File: config.mk
export PLATFORM = sky130hd
export DESIGN_NAME = maze_backtracker_generator_core_flat
export DESIGN_NICKNAME = d
export VERILOG_FILES = /design/src/sv/mbg_pkg.sv /design/src/sv/mbg_if.sv /design/src/sv/maze_backtracker_generator_core.sv /design/src/sv/mbg_datapath.sv /design/src/sv/mbg_ctrl.sv /design/src/flat_wrapper.sv
export SDC_FILE = /design/constraint.sdc
export NUM_CORES = 2
export LEC_CHECK = 0
export ABC_AREA = 1
export BUFFER_PORTS_ARGS = -buffer_cell sky130_fd_sc_hd__buf_2
export CAP_MARGIN = 25
export CORE_MARGIN = 8
export CORE_UTILIZATION = 45
export CTS_CLUSTER_DIAMETER = 80
export DETAILED_ROUTE_END_ITERATION = 7
export PLACE_DENSITY = 0.71
export SETUP_SLACK_MARGIN = 0.4
export SLEW_MARGIN = 20
export SYNTH_ARGS = -nofsm -noshare
export SYNTH_HDL_FRONTEND = slang
export SYNTH_HIERARCHICAL = 1
export SYNTH_SLANG_ARGS = --single-unit
File: constraint.sdc
create_clock -name clk_i -period 16.7 [get_ports clk_i]
set_input_delay 1.67 -clock clk_i [delete_from_list [all_inputs] [get_ports clk_i]]
set_output_delay 1.67 -clock clk_i [all_outputs]
set_load 0.02 [all_outputs]
File: src/sv/mbg_pkg.sv
// Shared types, codes and constants of the maze backtracker generator.
// No dependencies; every other file depends on this package.
package mbg_pkg;

  // Default geometry and stack size
  localparam int DEF_ROWS        = 15;
  localparam int DEF_COLS        = 30;
  localparam int DEF_STACK_DEPTH = 128;

  // Field widths of the request and result channels
  localparam int MODE_W  = 2;
  localparam int ORD_W   = 5;
  localparam int ROW_W   = 4;
  localparam int COL_W   = 5;
  localparam int EV_W    = 3;
  localparam int KIND_W  = 2;
  localparam int LVL_W   = 8;

  // Request modes
  localparam logic [MODE_W-1:0] MODE_RESTART = 2'd0;
  localparam logic [MODE_W-1:0] MODE_STEP    = 2'd1;
  localparam logic [MODE_W-1:0] MODE_READ    = 2'd2;

  // Cell kinds
  localparam logic [KIND_W-1:0] KIND_WALL = 2'd0;
  localparam logic [KIND_W-1:0] KIND_OPEN = 2'd1;
  localparam logic [KIND_W-1:0] KIND_EXIT = 2'd2;

  // Move directions, two cells at a time
  localparam logic [1:0] DIR_PCOL = 2'd0;
  localparam logic [1:0] DIR_NCOL = 2'd1;
  localparam logic [1:0] DIR_PROW = 2'd2;
  localparam logic [1:0] DIR_NROW = 2'd3;

  // Result events
  typedef enum logic [EV_W-1:0] {
    EV_IGNORED     = 3'd0,
    EV_CARVED      = 3'd1,
    EV_BACKTRACKED = 3'd2,
    EV_FINISHED    = 3'd3,
    EV_RESTARTED   = 3'd4,
    EV_CELL_READ   = 3'd5
  } mbg_event_e;

  // Grid memory operations
  typedef enum logic [2:0] {
    GOP_NONE,
    GOP_CLEAR,
    GOP_RD_TARGET,
    GOP_RD_USER,
    GOP_WR_PASS,
    GOP_WR_TARGET,
    GOP_WR_START,
    GOP_WR_EXIT
  } mbg_grid_op_e;

  // Backtrack stack operations
  typedef enum logic [2:0] {
    STK_NONE,
    STK_READ,
    STK_PUSH,
    STK_POP,
    STK_INIT
  } mbg_stk_op_e;

  // Controller to datapath
  typedef struct packed {
    logic         load_item;
    mbg_grid_op_e grid_op;
    mbg_stk_op_e  stk_op;
    logic         try_clear;
    logic         try_next;
    logic         out_load;
    mbg_event_e   out_event;
  } mbg_cmd_t;

  // Datapath to controller
  typedef struct packed {
    logic [MODE_W-1:0] mode;
    logic              sp_zero;
    logic              sp_one;
    logic              clear_done;
    logic              in_bounds;
    logic              target_wall;
    logic              try_last;
  } mbg_status_t;

  // Lexicographic direction orders, first try in the low bits
  localparam logic [7:0] PERM_TABLE [24] = '{
    {2'd3, 2'd2, 2'd1, 2'd0}, {2'd2, 2'd3, 2'd1, 2'd0},
    {2'd3, 2'd1, 2'd2, 2'd0}, {2'd1, 2'd3, 2'd2, 2'd0},
    {2'd2, 2'd1, 2'd3, 2'd0}, {2'd1, 2'd2, 2'd3, 2'd0},
    {2'd3, 2'd2, 2'd0, 2'd1}, {2'd2, 2'd3, 2'd0, 2'd1},
    {2'd3, 2'd0, 2'd2, 2'd1}, {2'd0, 2'd3, 2'd2, 2'd1},
    {2'd2, 2'd0, 2'd3, 2'd1}, {2'd0, 2'd2, 2'd3, 2'd1},
    {2'd3, 2'd1, 2'd0, 2'd2}, {2'd1, 2'd3, 2'd0, 2'd2},
    {2'd3, 2'd0, 2'd1, 2'd2}, {2'd0, 2'd3, 2'd1, 2'd2},
    {2'd1, 2'd0, 2'd3, 2'd2}, {2'd0, 2'd1, 2'd3, 2'd2},
    {2'd2, 2'd1, 2'd0, 2'd3}, {2'd1, 2'd2, 2'd0, 2'd3},
    {2'd2, 2'd0, 2'd1, 2'd3}, {2'd0, 2'd2, 2'd1, 2'd3},
    {2'd1, 2'd0, 2'd2, 2'd3}, {2'd0, 2'd1, 2'd2, 2'd3}
  };

  // Order index taken modulo 24, then looked up
  function automatic logic [7:0] order_perm(input logic [ORD_W-1:0] idx);
    logic [ORD_W-1:0] red;
    red = (idx >= 5'd24) ? idx - 5'd24 : idx;
    return PERM_TABLE[red];
  endfunction

endpackage

File: src/sv/mbg_if.sv
// Request and result channel interfaces of the maze backtracker generator.
// Depends on mbg_pkg for field widths.

interface mbg_item_if;
  logic                      valid;
  logic                      ready;
  logic [mbg_pkg::MODE_W-1:0] mode;
  logic [mbg_pkg::ORD_W-1:0]  order_index;
  logic [mbg_pkg::ROW_W-1:0]  read_row;
  logic [mbg_pkg::COL_W-1:0]  read_col;

  modport source (output valid, output mode, output order_index, output read_row,
                  output read_col, input ready);
  modport sink   (input valid, input mode, input order_index, input read_row,
                  input read_col, output ready);
endinterface

interface mbg_result_if;
  logic                       valid;
  logic                       ready;
  logic [mbg_pkg::EV_W-1:0]   event_res;
  logic [mbg_pkg::COL_W-1:0]  cell_col;
  logic [mbg_pkg::ROW_W-1:0]  cell_row;
  logic [mbg_pkg::COL_W-1:0]  passage_col;
  logic [mbg_pkg::ROW_W-1:0]  passage_row;
  logic [mbg_pkg::KIND_W-1:0] cell_kind;
  logic [mbg_pkg::LVL_W-1:0]  stack_level;

  modport source (output valid, output event_res, output cell_col, output cell_row,
                  output passage_col, output passage_row, output cell_kind,
                  output stack_level, input ready);
  modport sink   (input valid, input event_res, input cell_col, input cell_row,
                  input passage_col, input passage_row, input cell_kind,
                  input stack_level, output ready);
endinterface

File: src/sv/maze_backtracker_generator_core.sv
// Maze backtracker generator, top level: controller, datapath and assertions.
// Depends on mbg_pkg, mbg_if (mbg_item_if, mbg_result_if), mbg_ctrl, mbg_datapath.
//
// Usage: requests arrive on item_i (valid/ready); each request gives exactly one
// result on result_o (valid/ready). Mode 0 restarts, mode 1 carves one step,
// mode 2 reads one cell; mode 3 and a step on an empty stack report "ignored".
// The block works on one request at a time: ready is high only when idle, and the
// idle state is entered as the result turns valid.
// Each direction tried is first checked against the border; a target inside the
// border is then read from the grid memory and tested for a wall.
// Restart sweeps the grid memory one cell a cycle, then writes the start cell and
// puts it on the stack.
// After reset the same sweep runs with ready low, then the grid is all walls and
// the stack empty.
// Results sit in an output register; a stalled receiver holds the result and the
// next request is still accepted and worked on up to its own result, which then
// waits for the register to empty.
module maze_backtracker_generator_core #(
  parameter int ROWS        = mbg_pkg::DEF_ROWS,
  parameter int COLS        = mbg_pkg::DEF_COLS,
  parameter int STACK_DEPTH = mbg_pkg::DEF_STACK_DEPTH
) (
  input logic          clk_i,
  input logic          rst_ni,
  mbg_item_if.sink     item_i,
  mbg_result_if.source result_o
);
  import mbg_pkg::*;

  mbg_cmd_t    cmd;
  mbg_status_t status;

  // Sequencer
  mbg_ctrl u_ctrl (
    .clk_i       (clk_i),
    .rst_ni      (rst_ni),
    .in_valid_i  (item_i.valid),
    .in_ready_o  (item_i.ready),
    .out_valid_o (result_o.valid),
    .out_ready_i (result_o.ready),
    .status_i    (status),
    .cmd_o       (cmd)
  );

  // Grid, stack and result register
  mbg_datapath #(
    .ROWS        (ROWS),
    .COLS        (COLS),
    .STACK_DEPTH (STACK_DEPTH)
  ) u_datapath (
    .clk_i         (clk_i),
    .rst_ni        (rst_ni),
    .mode_i        (item_i.mode),
    .order_index_i (item_i.order_index),
    .read_row_i    (item_i.read_row),
    .read_col_i    (item_i.read_col),
    .cmd_i         (cmd),
    .status_o      (status),
    .event_res_o   (result_o.event_res),
    .cell_col_o    (result_o.cell_col),
    .cell_row_o    (result_o.cell_row),
    .passage_col_o (result_o.passage_col),
    .passage_row_o (result_o.passage_row),
    .cell_kind_o   (result_o.cell_kind),
    .stack_level_o (result_o.stack_level)
  );

  // One request in flight: an accepted request drops ready
  a_one_in_flight: assert property (@(posedge clk_i) disable iff (!rst_ni)
    item_i.valid && item_i.ready |=> !item_i.ready)
    else $error("request accepted while another is in work");

  // A finished maze leaves the stack empty
  a_finish_empty: assert property (@(posedge clk_i) disable iff (!rst_ni)
    result_o.valid && result_o.event_res == EV_FINISHED |-> result_o.stack_level == '0)
    else $error("finish reported with cells left on the stack");

  // A restart reports the start cell and a single stacked cell
  a_restart_start: assert property (@(posedge clk_i) disable iff (!rst_ni)
    result_o.valid && result_o.event_res == EV_RESTARTED |->
      result_o.stack_level == LVL_W'(1) && result_o.cell_row == ROW_W'(1) &&
      result_o.cell_col == COL_W'(1))
    else $error("restart result does not match the start cell");

endmodule

File: src/sv/mbg_datapath.sv
// Datapath: grid memory, backtrack stack memory, move generation and result register.
// Depends on mbg_pkg; driven by mbg_ctrl through mbg_cmd_t.
module mbg_datapath #(
  parameter int ROWS        = mbg_pkg::DEF_ROWS,
  parameter int COLS        = mbg_pkg::DEF_COLS,
  parameter int STACK_DEPTH = mbg_pkg::DEF_STACK_DEPTH
) (
  input  logic                       clk_i,
  input  logic                       rst_ni,
  input  logic [mbg_pkg::MODE_W-1:0] mode_i,
  input  logic [mbg_pkg::ORD_W-1:0]  order_index_i,
  input  logic [mbg_pkg::ROW_W-1:0]  read_row_i,
  input  logic [mbg_pkg::COL_W-1:0]  read_col_i,
  input  mbg_pkg::mbg_cmd_t          cmd_i,
  output mbg_pkg::mbg_status_t       status_o,
  output logic [mbg_pkg::EV_W-1:0]   event_res_o,
  output logic [mbg_pkg::COL_W-1:0]  cell_col_o,
  output logic [mbg_pkg::ROW_W-1:0]  cell_row_o,
  output logic [mbg_pkg::COL_W-1:0]  passage_col_o,
  output logic [mbg_pkg::ROW_W-1:0]  passage_row_o,
  output logic [mbg_pkg::KIND_W-1:0] cell_kind_o,
  output logic [mbg_pkg::LVL_W-1:0]  stack_level_o
);
  import mbg_pkg::*;

  localparam int RW    = $clog2(ROWS);
  localparam int CW    = $clog2(COLS);
  localparam int CELLS = ROWS * COLS;
  localparam int AW    = $clog2(CELLS);
  localparam int SAW   = $clog2(STACK_DEPTH);
  localparam int SPW   = $clog2(STACK_DEPTH + 1);
  localparam int EW    = RW + CW;
  localparam logic [AW-1:0] START_ADDR = AW'(COLS + 1);
  localparam logic [AW-1:0] EXIT_ADDR  = AW'((ROWS - 2) * COLS + COLS - 2);
  localparam logic [AW-1:0] LAST_ADDR  = AW'(CELLS - 1);

  function automatic logic [AW-1:0] cell_addr(input logic [AW-1:0] r,
                                              input logic [AW-1:0] c);
    return r * AW'(COLS) + c;
  endfunction

  // Captured request fields
  logic [MODE_W-1:0] mode_q;
  logic [ORD_W-1:0]  order_q;
  logic [ROW_W-1:0]  rd_row_q;
  logic [COL_W-1:0]  rd_col_q;

  always_ff @(posedge clk_i) begin
    if (cmd_i.load_item) begin
      mode_q   <= mode_i;
      order_q  <= order_index_i;
      rd_row_q <= read_row_i;
      rd_col_q <= read_col_i;
    end
  end

  // Backtrack stack
  logic [EW-1:0]  stk_mem [STACK_DEPTH];
  logic [EW-1:0]  stk_rdata_q;
  logic [SPW-1:0] sp_q, sp_d, sp_dec;
  logic           stk_room;
  logic [RW-1:0]  top_row, tgt_row, pas_row;
  logic [CW-1:0]  top_col, tgt_col, pas_col;

  assign sp_dec   = sp_q - 1'b1;
  assign stk_room = sp_q < SPW'(STACK_DEPTH);
  assign top_row  = stk_rdata_q[EW-1:CW];
  assign top_col  = stk_rdata_q[CW-1:0];

  always_ff @(posedge clk_i) begin
    if (cmd_i.stk_op == STK_PUSH && stk_room) begin
      stk_mem[sp_q[SAW-1:0]] <= {tgt_row, tgt_col};
    end else if (cmd_i.stk_op == STK_INIT) begin
      stk_mem[SAW'(0)] <= {RW'(1), CW'(1)};
    end
    if (cmd_i.stk_op == STK_READ) begin
      stk_rdata_q <= stk_mem[sp_dec[SAW-1:0]];
    end
  end

  // Stack pointer; a push onto a full stack is dropped
  always_comb begin
    sp_d = sp_q;
    case (cmd_i.stk_op)
      STK_PUSH: if (stk_room) sp_d = sp_q + 1'b1;
      STK_POP:  sp_d = sp_dec;
      STK_INIT: sp_d = SPW'(1);
      default:  sp_d = sp_q;
    endcase
  end

  always_ff @(posedge clk_i or negedge rst_ni) begin
    if (!rst_ni) begin
      sp_q <= '0;
    end else begin
      sp_q <= sp_d;
    end
  end

  // Direction try counter
  logic [1:0] try_q;
  logic [7:0] perm;
  logic [1:0] dir;

  always_ff @(posedge clk_i or negedge rst_ni) begin
    if (!rst_ni) begin
      try_q <= '0;
    end else if (cmd_i.try_clear) begin
      try_q <= '0;
    end else if (cmd_i.try_next) begin
      try_q <= try_q + 2'd1;
    end
  end

  assign perm = order_perm(order_q);
  assign dir  = perm[2*try_q +: 2];

  // Target and passage cell of the current try, with the border check
  logic [CW:0] col_x, tgt_col_x, pas_col_x;
  logic [RW:0] row_x, tgt_row_x, pas_row_x;
  logic        in_bounds;

  assign col_x = {1'b0, top_col};
  assign row_x = {1'b0, top_row};

  always_comb begin
    tgt_col_x = col_x;
    pas_col_x = col_x;
    tgt_row_x = row_x;
    pas_row_x = row_x;
    in_bounds = 1'b0;
    case (dir)
      DIR_PCOL: begin
        tgt_col_x = col_x + (CW+1)'(2);
        pas_col_x = col_x + (CW+1)'(1);
        in_bounds = tgt_col_x < (CW+1)'(COLS - 1);
      end
      DIR_NCOL: begin
        tgt_col_x = col_x - (CW+1)'(2);
        pas_col_x = col_x - (CW+1)'(1);
        in_bounds = col_x > (CW+1)'(2);
      end
      DIR_PROW: begin
        tgt_row_x = row_x + (RW+1)'(2);
        pas_row_x = row_x + (RW+1)'(1);
        in_bounds = tgt_row_x < (RW+1)'(ROWS - 1);
      end
      DIR_NROW: begin
        tgt_row_x = row_x - (RW+1)'(2);
        pas_row_x = row_x - (RW+1)'(1);
        in_bounds = row_x > (RW+1)'(2);
      end
      default: in_bounds = 1'b0;
    endcase
  end

  assign tgt_col = tgt_col_x[CW-1:0];
  assign pas_col = pas_col_x[CW-1:0];
  assign tgt_row = tgt_row_x[RW-1:0];
  assign pas_row = pas_row_x[RW-1:0];

  // Grid memory and clearing sweep
  logic [KIND_W-1:0] grid_mem [CELLS];
  logic [KIND_W-1:0] grid_rdata_q;
  logic [AW-1:0]     clr_q;
  logic [AW-1:0]     waddr, raddr;
  logic [KIND_W-1:0] wdata;
  logic              we, re;
  logic              user_in_range;

  assign user_in_range = (32'(rd_row_q) < 32'(ROWS)) && (32'(rd_col_q) < 32'(COLS));

  always_comb begin
    we    = 1'b0;
    re    = 1'b0;
    waddr = clr_q;
    raddr = cell_addr(AW'(tgt_row), AW'(tgt_col));
    wdata = KIND_WALL;
    case (cmd_i.grid_op)
      GOP_CLEAR:     we = 1'b1;
      GOP_RD_TARGET: re = 1'b1;
      GOP_RD_USER: begin
        re    = user_in_range;
        raddr = cell_addr(AW'(rd_row_q), AW'(rd_col_q));
      end
      GOP_WR_PASS: begin
        we    = 1'b1;
        waddr = cell_addr(AW'(pas_row), AW'(pas_col));
        wdata = KIND_OPEN;
      end
      GOP_WR_TARGET: begin
        we    = 1'b1;
        waddr = cell_addr(AW'(tgt_row), AW'(tgt_col));
        wdata = KIND_OPEN;
      end
      GOP_WR_START: begin
        we    = 1'b1;
        waddr = START_ADDR;
        wdata = KIND_OPEN;
      end
      GOP_WR_EXIT: begin
        we    = 1'b1;
        waddr = EXIT_ADDR;
        wdata = KIND_EXIT;
      end
      default: we = 1'b0;
    endcase
  end

  always_ff @(posedge clk_i) begin
    if (we) begin
      grid_mem[waddr] <= wdata;
    end
    if (re) begin
      grid_rdata_q <= grid_mem[raddr];
    end
  end

  always_ff @(posedge clk_i or negedge rst_ni) begin
    if (!rst_ni) begin
      clr_q <= '0;
    end else if (cmd_i.grid_op == GOP_CLEAR) begin
      clr_q <= (clr_q == LAST_ADDR) ? '0 : clr_q + 1'b1;
    end
  end

  // Status back to the controller
  assign status_o.mode        = mode_q;
  assign status_o.sp_zero     = sp_q == '0;
  assign status_o.sp_one      = sp_q == SPW'(1);
  assign status_o.clear_done  = clr_q == LAST_ADDR;
  assign status_o.in_bounds   = in_bounds;
  assign status_o.target_wall = grid_rdata_q == KIND_WALL;
  assign status_o.try_last    = try_q == 2'd3;

  // Result fields for the event being reported
  logic [COL_W-1:0]  res_cell_col_d, res_pas_col_d;
  logic [ROW_W-1:0]  res_cell_row_d, res_pas_row_d;
  logic [KIND_W-1:0] res_kind_d;

  always_comb begin
    res_cell_col_d = '0;
    res_cell_row_d = '0;
    res_pas_col_d  = '0;
    res_pas_row_d  = '0;
    res_kind_d     = KIND_WALL;
    case (cmd_i.out_event)
      EV_CARVED: begin
        res_cell_col_d = COL_W'(tgt_col);
        res_cell_row_d = ROW_W'(tgt_row);
        res_pas_col_d  = COL_W'(pas_col);
        res_pas_row_d  = ROW_W'(pas_row);
      end
      EV_BACKTRACKED, EV_FINISHED: begin
        res_cell_col_d = COL_W'(top_col);
        res_cell_row_d = ROW_W'(top_row);
      end
      EV_RESTARTED: begin
        res_cell_col_d = COL_W'(1);
        res_cell_row_d = ROW_W'(1);
      end
      EV_CELL_READ: begin
        res_cell_col_d = rd_col_q;
        res_cell_row_d = rd_row_q;
        res_kind_d     = user_in_range ? grid_rdata_q : KIND_WALL;
      end
      default: res_kind_d = KIND_WALL;
    endcase
  end

  // Result register
  always_ff @(posedge clk_i) begin
    if (cmd_i.out_load) begin
      event_res_o   <= cmd_i.out_event;
      cell_col_o    <= res_cell_col_d;
      cell_row_o    <= res_cell_row_d;
      passage_col_o <= res_pas_col_d;
      passage_row_o <= res_pas_row_d;
      cell_kind_o   <= res_kind_d;
      stack_level_o <= LVL_W'(sp_q);
    end
  end

endmodule

File: src/sv/mbg_ctrl.sv
// Controller state machine: sequences grid sweep, moves, stack and result hand-off.
// Depends on mbg_pkg; drives mbg_datapath through mbg_cmd_t.
module mbg_ctrl (
  input  logic                 clk_i,
  input  logic                 rst_ni,
  input  logic                 in_valid_i,
  output logic                 in_ready_o,
  output logic                 out_valid_o,
  input  logic                 out_ready_i,
  input  mbg_pkg::mbg_status_t status_i,
  output mbg_pkg::mbg_cmd_t    cmd_o
);
  import mbg_pkg::*;

  typedef enum logic [3:0] {
    ST_CLEAR,
    ST_IDLE,
    ST_DECODE,
    ST_TRY,
    ST_TEST,
    ST_CARVE,
    ST_FIN_START,
    ST_FIN_EXIT,
    ST_INIT,
    ST_OUT
  } state_e;

  state_e     state_q;
  logic       out_valid_q;
  logic       restart_q;
  mbg_event_e ev_q;
  logic       slot_free;

  assign slot_free   = !out_valid_q || out_ready_i;
  assign in_ready_o  = state_q == ST_IDLE;
  assign out_valid_o = out_valid_q;

  // Commands for the current state
  always_comb begin
    cmd_o           = '0;
    cmd_o.grid_op   = GOP_NONE;
    cmd_o.stk_op    = STK_NONE;
    cmd_o.out_event = ev_q;
    case (state_q)
      ST_CLEAR: cmd_o.grid_op = GOP_CLEAR;
      ST_IDLE:  cmd_o.load_item = in_valid_i;
      ST_DECODE: begin
        if (status_i.mode == MODE_STEP && !status_i.sp_zero) begin
          cmd_o.stk_op    = STK_READ;
          cmd_o.try_clear = 1'b1;
        end else if (status_i.mode == MODE_READ) begin
          cmd_o.grid_op = GOP_RD_USER;
        end
      end
      ST_TRY: begin
        if (status_i.in_bounds) begin
          cmd_o.grid_op = GOP_RD_TARGET;
        end else if (status_i.try_last) begin
          cmd_o.stk_op = STK_POP;
        end else begin
          cmd_o.try_next = 1'b1;
        end
      end
      ST_TEST: begin
        if (status_i.target_wall) begin
          cmd_o.grid_op = GOP_WR_PASS;
        end else if (status_i.try_last) begin
          cmd_o.stk_op = STK_POP;
        end else begin
          cmd_o.try_next = 1'b1;
        end
      end
      ST_CARVE: begin
        cmd_o.grid_op = GOP_WR_TARGET;
        cmd_o.stk_op  = STK_PUSH;
      end
      ST_FIN_START: cmd_o.grid_op = GOP_WR_START;
      ST_FIN_EXIT:  cmd_o.grid_op = GOP_WR_EXIT;
      ST_INIT: begin
        cmd_o.grid_op = GOP_WR_START;
        cmd_o.stk_op  = STK_INIT;
      end
      ST_OUT:  cmd_o.out_load = slot_free;
      default: cmd_o.out_load = 1'b0;
    endcase
  end

  // State, result valid and pending event
  always_ff @(posedge clk_i or negedge rst_ni) begin
    if (!rst_ni) begin
      state_q     <= ST_CLEAR;
      out_valid_q <= 1'b0;
      restart_q   <= 1'b0;
      ev_q        <= EV_IGNORED;
    end else begin
      // result valid: set as a result is loaded, dropped once taken
      if (state_q == ST_OUT && slot_free) begin
        out_valid_q <= 1'b1;
      end else if (out_ready_i) begin
        out_valid_q <= 1'b0;
      end
      case (state_q)
        ST_CLEAR: begin
          if (status_i.clear_done) begin
            state_q <= restart_q ? ST_INIT : ST_IDLE;
          end
        end
        ST_IDLE: begin
          if (in_valid_i) state_q <= ST_DECODE;
        end
        ST_DECODE: begin
          case (status_i.mode)
            MODE_RESTART: begin
              restart_q <= 1'b1;
              state_q   <= ST_CLEAR;
            end
            MODE_STEP: begin
              if (status_i.sp_zero) begin
                ev_q    <= EV_IGNORED;
                state_q <= ST_OUT;
              end else begin
                state_q <= ST_TRY;
              end
            end
            MODE_READ: begin
              ev_q    <= EV_CELL_READ;
              state_q <= ST_OUT;
            end
            default: begin
              ev_q    <= EV_IGNORED;
              state_q <= ST_OUT;
            end
          endcase
        end
        ST_TRY: begin
          if (status_i.in_bounds) begin
            state_q <= ST_TEST;
          end else if (status_i.try_last) begin
            ev_q    <= status_i.sp_one ? EV_FINISHED : EV_BACKTRACKED;
            state_q <= status_i.sp_one ? ST_FIN_START : ST_OUT;
          end
        end
        ST_TEST: begin
          if (status_i.target_wall) begin
            state_q <= ST_CARVE;
          end else if (status_i.try_last) begin
            ev_q    <= status_i.sp_one ? EV_FINISHED : EV_BACKTRACKED;
            state_q <= status_i.sp_one ? ST_FIN_START : ST_OUT;
          end else begin
            state_q <= ST_TRY;
          end
        end
        ST_CARVE: begin
          ev_q    <= EV_CARVED;
          state_q <= ST_OUT;
        end
        ST_FIN_START: state_q <= ST_FIN_EXIT;
        ST_FIN_EXIT:  state_q <= ST_OUT;
        ST_INIT: begin
          restart_q <= 1'b0;
          ev_q      <= EV_RESTARTED;
          state_q   <= ST_OUT;
        end
        ST_OUT: begin
          if (slot_free) state_q <= ST_IDLE;
        end
        default: state_q <= ST_IDLE;
      endcase
    end
  end

endmodule
File: src/flat_wrapper.sv
// flat-port wrapper written by rule: the top's interface ports become plain ports
module maze_backtracker_generator_core_flat import mbg_pkg::*;
#(
  parameter int ROWS        = mbg_pkg::DEF_ROWS,
  parameter int COLS        = mbg_pkg::DEF_COLS,
  parameter int STACK_DEPTH = mbg_pkg::DEF_STACK_DEPTH
)
  (clk_i, rst_ni, item_i_valid, item_i_mode, item_i_order_index, item_i_read_row, item_i_read_col, item_i_ready, result_o_valid, result_o_event_res, result_o_cell_col, result_o_cell_row, result_o_passage_col, result_o_passage_row, result_o_cell_kind, result_o_stack_level, result_o_ready);
  mbg_item_if item_i_i ();
  mbg_result_if result_o_i ();
  input logic clk_i;
  input logic rst_ni;
  input wire logic [$bits(item_i_i.valid)-1:0] item_i_valid;
  input wire logic [$bits(item_i_i.mode)-1:0] item_i_mode;
  input wire logic [$bits(item_i_i.order_index)-1:0] item_i_order_index;
  input wire logic [$bits(item_i_i.read_row)-1:0] item_i_read_row;
  input wire logic [$bits(item_i_i.read_col)-1:0] item_i_read_col;
  output wire logic [$bits(item_i_i.ready)-1:0] item_i_ready;
  output wire logic [$bits(result_o_i.valid)-1:0] result_o_valid;
  output wire logic [$bits(result_o_i.event_res)-1:0] result_o_event_res;
  output wire logic [$bits(result_o_i.cell_col)-1:0] result_o_cell_col;
  output wire logic [$bits(result_o_i.cell_row)-1:0] result_o_cell_row;
  output wire logic [$bits(result_o_i.passage_col)-1:0] result_o_passage_col;
  output wire logic [$bits(result_o_i.passage_row)-1:0] result_o_passage_row;
  output wire logic [$bits(result_o_i.cell_kind)-1:0] result_o_cell_kind;
  output wire logic [$bits(result_o_i.stack_level)-1:0] result_o_stack_level;
  input wire logic [$bits(result_o_i.ready)-1:0] result_o_ready;
  assign item_i_i.valid = item_i_valid;
  assign item_i_i.mode = item_i_mode;
  assign item_i_i.order_index = item_i_order_index;
  assign item_i_i.read_row = item_i_read_row;
  assign item_i_i.read_col = item_i_read_col;
  assign item_i_ready = item_i_i.ready;
  assign result_o_valid = result_o_i.valid;
  assign result_o_event_res = result_o_i.event_res;
  assign result_o_cell_col = result_o_i.cell_col;
  assign result_o_cell_row = result_o_i.cell_row;
  assign result_o_passage_col = result_o_i.passage_col;
  assign result_o_passage_row = result_o_i.passage_row;
  assign result_o_cell_kind = result_o_i.cell_kind;
  assign result_o_stack_level = result_o_i.stack_level;
  assign result_o_i.ready = result_o_ready;
  maze_backtracker_generator_core #(.ROWS(ROWS), .COLS(COLS), .STACK_DEPTH(STACK_DEPTH)) u_core (.clk_i(clk_i), .rst_ni(rst_ni), .item_i(item_i_i), .result_o(result_o_i));
endmodule
== After elaboration in Yosys (flattened, before gate mapping) ==
Memories as Yosys holds them, arrays and structs flattened. A register that Yosys moved wholly into a read port is not among the register bits.
Cells that the tools add are included.

* Flip-flop bits (word level): 75
* Bits in writable memories: 2052
* ROM bits: 256
* Bits of input ports: 20
* Output and inout bits: 33
* Word-level logic and storage cells: 192
* Memories: 3

* Add/sub/neg operators: 16
* $mul: 3
* Magnitude comparators: 9
* Equal/unequal tests: 43
* Shift operators: 1
* Muxes and demuxes: 70
* Bitwise operators: 1
* Reduce and logical (&&, ||, !) cells: 28

{| class="wikitable"
|+ Memory list
! memory !! words !! width !! read ports !! clocked after Yosys merged registers in !! write ports !! line !! text
|-
| u_core.u_datapath.stk_mem || 128 || 9 || 1 || 1 || 1 || mbg_datapath.sv:58 || <nowiki>logic [EW-1:0] stk_mem [STACK_DEPTH];</nowiki>
|-
| u_core.u_datapath.grid_mem || 450 || 2 || 1 || 1 || 1 || mbg_datapath.sv:163 || <nowiki>logic [KIND_W-1:0] grid_mem [CELLS];</nowiki>
|-
| (no name shown) || 32 || 8 || 1 || 0 || 0 || mbg_pkg.sv:108 || <nowiki>return PERM_TABLE[red];</nowiki>
|}

{| class="wikitable"
|+ Operator list
! kind !! count
|-
| 4-bit 2-to-1 mux || 10
|-
| 9-bit one-hot mux with 4 select lines || 1
|-
| 4-bit one-hot mux with 8 select lines || 1
|-
| 3-bit one-hot mux with 5 select lines || 2
|-
| 9-bit by 5-bit adder with 9-bit output || 3
|-
| 9-bit 2-to-1 mux || 3
|-
| 4-bit by 4-bit multiplier with 8-bit output, second input constant || 3
|-
| 3-bit 2-to-1 mux || 8
|-
| 8-bit 2-to-1 mux || 3
|-
| 4-bit one-hot mux with 2 select lines || 3
|-
| 8-bit one-hot mux with 3 select lines || 1
|-
| 3-bit == test, second input constant || 7
|-
| 3-bit one-hot mux with 7 select lines || 1
|-
| 5-bit one-hot mux with 2 select lines || 2
|-
| 5-bit one-hot mux with 4 select lines || 1
|-
| 1-bit 2-to-1 mux || 19
|-
| 3-bit by 2-bit == test with 1-bit output, second input constant || 6
|-
| 4-bit by 3-bit == test with 1-bit output, second input constant || 4
|-
| 4-bit one-hot mux with 4 select lines || 1
|-
| 2-bit 2-to-1 mux || 6
|-
| 2-bit inequality test, second input constant || 6
|-
| 9-bit by 1-bit adder with 9-bit output, second input constant || 1
|-
| 3-bit by 1-bit == test with 1-bit output, second input constant || 3
|-
| 9-bit == test, second input constant || 1
|-
| other kinds (54) || 75
|}

== Logic depth before layout (Yosys ltp) ==
* Depth in word-level cells: 17
* Depth in mapped cells: 43
* Mapped depth without buffers: 42

== Cells and area by module ==
Netlist, hierarchy kept.

{| class="wikitable"
|+ Modules (own cells, without submodules)
! module !! times used !! cells each !! area an instance (µm²) !! seq. area each (µm²)
|-
| mbg_datapath || 1 || 8077 || 93161.8 || 63836.2
|-
| mbg_ctrl || 1 || 147 || 833.3 || 225.2
|}

== Least setup slack after synthesis ==
No wires, ideal clock.

* Kind: reg2reg
* Start point: reg u_core.u_datapath.order_q[1]
* End point: mem u_core.u_datapath.grid_mem[0][0] (data pin)
* Setup time: 2.635 ns
* Data arrival time: 14.647 ns
* Data required time: 14.065 ns
* Path slack: -0.583 ns
* Stages on the path, launching flop included: 15
* Path buffers: 2
* Period minus slack after synthesis: 17.283 ns
* Cells stage by stage: edfxtp_1 inv_1 ha_1 or2_2 nand3_1 nand3_1 nand2_2 buf_2 nor2_1 nand2_1 o2111ai_1 buf_4 nand3_1 o2111ai_1 a21oi_1

{| class="wikitable"
|+ RTL lines
! item !! line !! text
|-
| start, declared || mbg_datapath.sv:44 || <nowiki>logic [ORD_W-1:0] order_q;</nowiki>
|-
| start signal, assigned || mbg_datapath.sv:51 || <nowiki>order_q <= order_index_i;</nowiki>
|-
| end, declared || mbg_datapath.sv:163 ||
|}

== Worst setup path in the final report ==
* Start point: reg u_core.u_datapath.order_q[2]
* End point: mem u_core.u_datapath.grid_mem[447][0] (enable)

* Elaborated cells between the ends (all ways): 33
* Those cells by class: add/sub: 3; mul: 2; order compare: 1; eq/ne: 8; shift: 1; mux: 14; bitwise: 1; reduce/logical: 2; memory: 1

{| class="wikitable"
|+ RTL lines
! item !! line !! text
|-
| 5-bit subtractor or 5-bit >= comparator (tied branches) || mbg_pkg.sv:107 || <nowiki>red = (idx >= 5'd24) ? idx - 5'd24 : idx;</nowiki>
|-
| 5-bit 2-to-1 mux * || mbg_pkg.sv:107 ||
|-
| 5-bit inverter with 6-bit output (not written as such) * || mbg_pkg.sv:108 ||
|-
| memory 32 x 8 bit * || -- ||
|-
| 8-bit 2-to-1 mux (not written as such) * (2 in a row) || mbg_pkg.sv:108 ||
|-
| 8-bit by 4-bit indexed part select with 2-bit output * || mbg_datapath.sv:116 || <nowiki>assign dir = perm[2*try_q +: 2];</nowiki>
|-
| 2-bit == test || mbg_datapath.sv:132 || <nowiki>case (dir)</nowiki>
|-
| 4-bit one-hot mux with 2 select lines * || mbg_datapath.sv:132 ||
|-
| via u_core.u_datapath.pas_row_x[1] || mbg_datapath.sv:120 || <nowiki>logic [RW:0] row_x, tgt_row_x, pas_row_x;</nowiki>
|-
| 4-bit by 4-bit multiplier with 8-bit output * || mbg_datapath.sv:39 || <nowiki>return r * AW'(COLS) + c;</nowiki>
|-
| 9-bit by 5-bit adder with 9-bit output * || mbg_datapath.sv:39 ||
|-
| 9-bit one-hot mux with 4 select lines * || mbg_datapath.sv:179 || <nowiki>case (cmd_i.grid_op)</nowiki>
|}

Mark *: on every way through the listed nets, which the timed path passes. The rest lies on a longest branch. The select of a mux whose other input is x is not followed.

==> metrics.md <==
| Metric | Value |
|---|---|
| Crit Path Max Fanout | `22` |
| Vias per std cell | `between 5 and 6` |
| CTS tree | `yes` |
| Row count | `between 150 and 200` |
| Mean area per synthesized cell | `11.4 sq um` |
| Die area | `~220000 sq um` |
| CP peak stage delay | `approximately 770 ps` |
| Filler cell count | `17800` |
| Clock Latency Late Sink | `about 840 ps` |
| Slowest CP cell | `nor2_2` |
| Tcrit/Tclk final | `0.505` |
| Met2 GRT Util | `0.329` |
| Crit-path most repeated cell | `nand2_1` |
| Sequential share of the synthesized area | `0.682` |
| GR Overflow Total | `0` |
| Setup TNS | `0 ps` |
| Initial DRC Count | `~7700` |
| Cells after synthesis | `8224` |
| Post-route ant nets | `0` |
| Syn nets | `about 8300` |
| Clock transition at the registers of the reported paths | `roughly 60 ps` |
| Startpoint types | `flop` |
| Drt pass-1 iters | `6` |
| H-tree depth | `4` |
| Total GRT Usage | `0.200` |
| Root buffer cell | `clkbuf_16` |
| Post-Place Cells | `10600` |
| Placement Setup Slack | `about 8400 ps` |
| Worst slew margin | `0.232` |
| PortBufs | `52` |
| DR WL/cell | `roughly 21 microns` |
| Placer Congestion | `0.912` |
| R2r endpoint | `u_core/u_datapath/grid_mem[447][0]` |
| Num CTS Buffers | `205` |
| Die Wd | `around 470 microns` |
| F_max | `approximately 0.12 GHz` |
| Total wire length | `between 200000 and 250000 microns` |
| #FFs+latches synth | `approximately 2100` |
| Commonest cells after routing, fill and taps aside | `2110 x edfxtp_1, 1348 x nand2_1, 1157 x nor2_1, 894 x nand3_1, 731 x inv_1` |
| Clock Skew | `33.7 ps` |
| Vias in the first global route | `60500` |
| Hold Path End | `u_core/u_datapath/event_res_o[2]` |
| Fin. max-slew vios | `0` |
| Post-DP HPWL | `roughly 130000 microns` |
| Status | `complete, no violations` |
| Setup Fix Bufs, Post-CTS | `0` |
| Worst Hold Depth | `0` |
| RSZ-0062 raised after global routing | `false` |
| Area growth from synthesis to layout | `9.72%` |
| Final Hold Violating Endpoints | `0` |
| GRT busiest layer | `met2` |
| WP data required | `17190 ps` |
| Most common cell after layout, fill and taps aside | `edfxtp_1` |
| Synthesis Warnings | `6` |
| Post-Layout Cell Count | `around 11000` |
| IO Pins | `53` |
| Initial antenna violation count | `2` |
| Reg2Reg Depth | `31` |
| Nets@finish | `between 8000 and 9000` |
| Clk buf depth | `3` |
| Worst reg2reg startpoint | `u_core/u_datapath/order_q[2]` |
| Die Ht | `roughly 470 microns` |
| Worst Hold Class | `flop to flop` |
| Largest net degree at the start of global routing | `262` |
| Worst setup EP type | `flop` |
| Critical path launch point | `u_core/u_datapath/order_q[2]` |
| Starting density of the core | `0.453` |
| Via count | `62700` |
| Async S/R FF share, synth | `0.0131` |
| Crit path DAT | `~8900 ps` |
| Main synth FF type | `edfxtp_1` |
| Share of layout cells above drive strength 1 | `0.0644` |
| Post-layout min period | `around 8400 ps` |
| Post-CTS sizing | `0` |
| CTS Hold Bufs | `0` |
| First-pass GRT wire length | `353000 microns` |
| Post-synth EDFFs | `2110` |
| Worst setup margin | `8270 ps` |
| # Max-Cap Violations | `0` |
| Slew at the pin closest to its max-slew limit | `approximately 1200 ps` |
| Fin Hold WS | `between 500 and 600 ps` |
| R2r setup slk | `slightly above 8000 ps` |
| Mapped cell area | `between 90000 and 100000 sq um` |
| Sink Count | `roughly 2100` |
| Final setup fails | `0` |
| Worst hold start | `u_core/u_ctrl/ev_q[2]` |
| Routing usage on met1 | `0.264` |
| Yosys cell types | `62` |
| Setup CP Type | `flop to flop` |
| CORE AREA | `between 200000 and 250000 sq um` |
| Drt drc | `0` |
| Met3 usage | `0.0357` |
layer usage:
layer | wire [microns] | up-vias
li1 | - | 28500
met1 | 90200 | 30600
met2 | 112000 | 3045
met3 | 21400 | 564
met4 | 9770 | 0
met5 | 0 | -
metrics by stage:
stage,area [sq um],util
2_1_floorplan,94000,-
3_3_place_gp,96500,0.466
3_5_place_dp,96700,0.466
4_1_cts,103000,0.497
5_1_grt,103000,0.498
6_report,103000,0.498
synth_stat cells, types with 7 or more instances:
library cell,instances,share of area
edfxtp_1,2110,0.67
nand2_1,1351,0.054
nor2_1,1165,0.047
nand3_1,897,0.048
inv_1,735,0.029
o21ai_0,418,0.022
clkbuf_1,241,0.0096
mux2i_1,198,0.021
buf_2,195,0.010
o221ai_1,184,0.017
o211ai_1,106,0.0085
o32ai_1,82,0.0076
ha_1,73,0.0097
a21oi_1,51,0.0027
buf_1,49,0.0020
o22ai_1,42,0.0028
nor3_1,33,0.0018
dfrtp_1,28,0.0075
nand3b_1,28,0.0022
xor2_1,26,0.0024
buf_4,23,0.0018
fa_1,16,0.0034
nand4_1,15,0.0010
xnor2_1,14,0.0013
nand3_2,13,0.0014
o21ai_1,13,0.00069
inv_2,12,0.00048
nand4_4,8,0.0018
or2_1,8,0.00053
a21o_1,7,0.00056
nor2_2,7,0.00047
worst max path at each step:
stage	to	slack, ps	cells after the start
after global routing	u_core/u_datapath/grid_mem[446][1]	7710	31
after global placement	u_core/u_datapath/grid_mem[439][0]	8540	31
final	u_core/u_datapath/grid_mem[447][0]	8270	31
after floorplan	u_core/u_datapath/grid_mem[136][0]	890	25
after detailed placement	u_core/u_datapath/grid_mem[447][1]	8440	31
after CTS	u_core/u_datapath/grid_mem[447][0]	8400	31
cell type report:
cell class	instances	area, sq um	area share
Antenna cell	1	2.50	0.0000243
Clock buffer	257	5370	0.0520
Clock inverter	116	1030	0.0100
Inverter	753	2840	0.0275
Multi-Input combinational cell	4824	25100	0.244
Sequential cell	2138	64100	0.621
Tap cell	2788	3490	0.0338
Timing Repair Buffer	146	1200	0.0116
flip-flops by register name, summed over array words and instances (netlist names), 4 cells and up:
name / flops
u_core/u_datapath/stk_mem: 1152
u_core/u_datapath/grid_mem: 900
u_core/u_datapath/clr_q: 9
u_core/u_datapath/stk_rdata_q: 9
u_core/u_datapath/sp_q: 8
u_core/u_datapath/stack_level_o: 8
u_core/u_datapath/cell_col_o: 5
u_core/u_datapath/order_q: 5
u_core/u_datapath/passage_col_o: 5
u_core/u_datapath/rd_col_q: 5
u_core/u_ctrl/state_q: 4
u_core/u_datapath/cell_row_o: 4
u_core/u_datapath/passage_row_o: 4
u_core/u_datapath/rd_row_q: 4
critical path: cells and delay by family, from the launching register on:
| family | cells | cell delay (ps) |
|---|---|---|
| adders and majority gates | 6 | 2240 |
| and+or+nand+nor | 15 | 3570 |
| AOI/OAI and AO/OA | 4 | 880 |
| buffers and inverters | 6 | 750 |
| DFF | 1 | 590 |
logic make-up (layout without fill, tap and decap cells):
| family | count (synthesis) | in the layout | share of synthesized area |
|---|---|---|---|
| muxes | 198 | 198 | 0.0211 |
| and+or+nand+nor | 3565 | 3565 | 0.162 |
| AOI/OAI and AO/OA | 932 | 932 | 0.0647 |
| other | 0 | 1 | 0 |
| DFF | 2138 | 2138 | 0.682 |
| xor gates and xnor gates | 40 | 40 | 0.00373 |
| adders and majority gates | 89 | 89 | 0.0131 |
| buffers and inverters | 1262 | 1272 | 0.0540 |
Power is not shown: default switching activity piles up to over one toggle a cycle in this logic, so the estimate is an artifact.
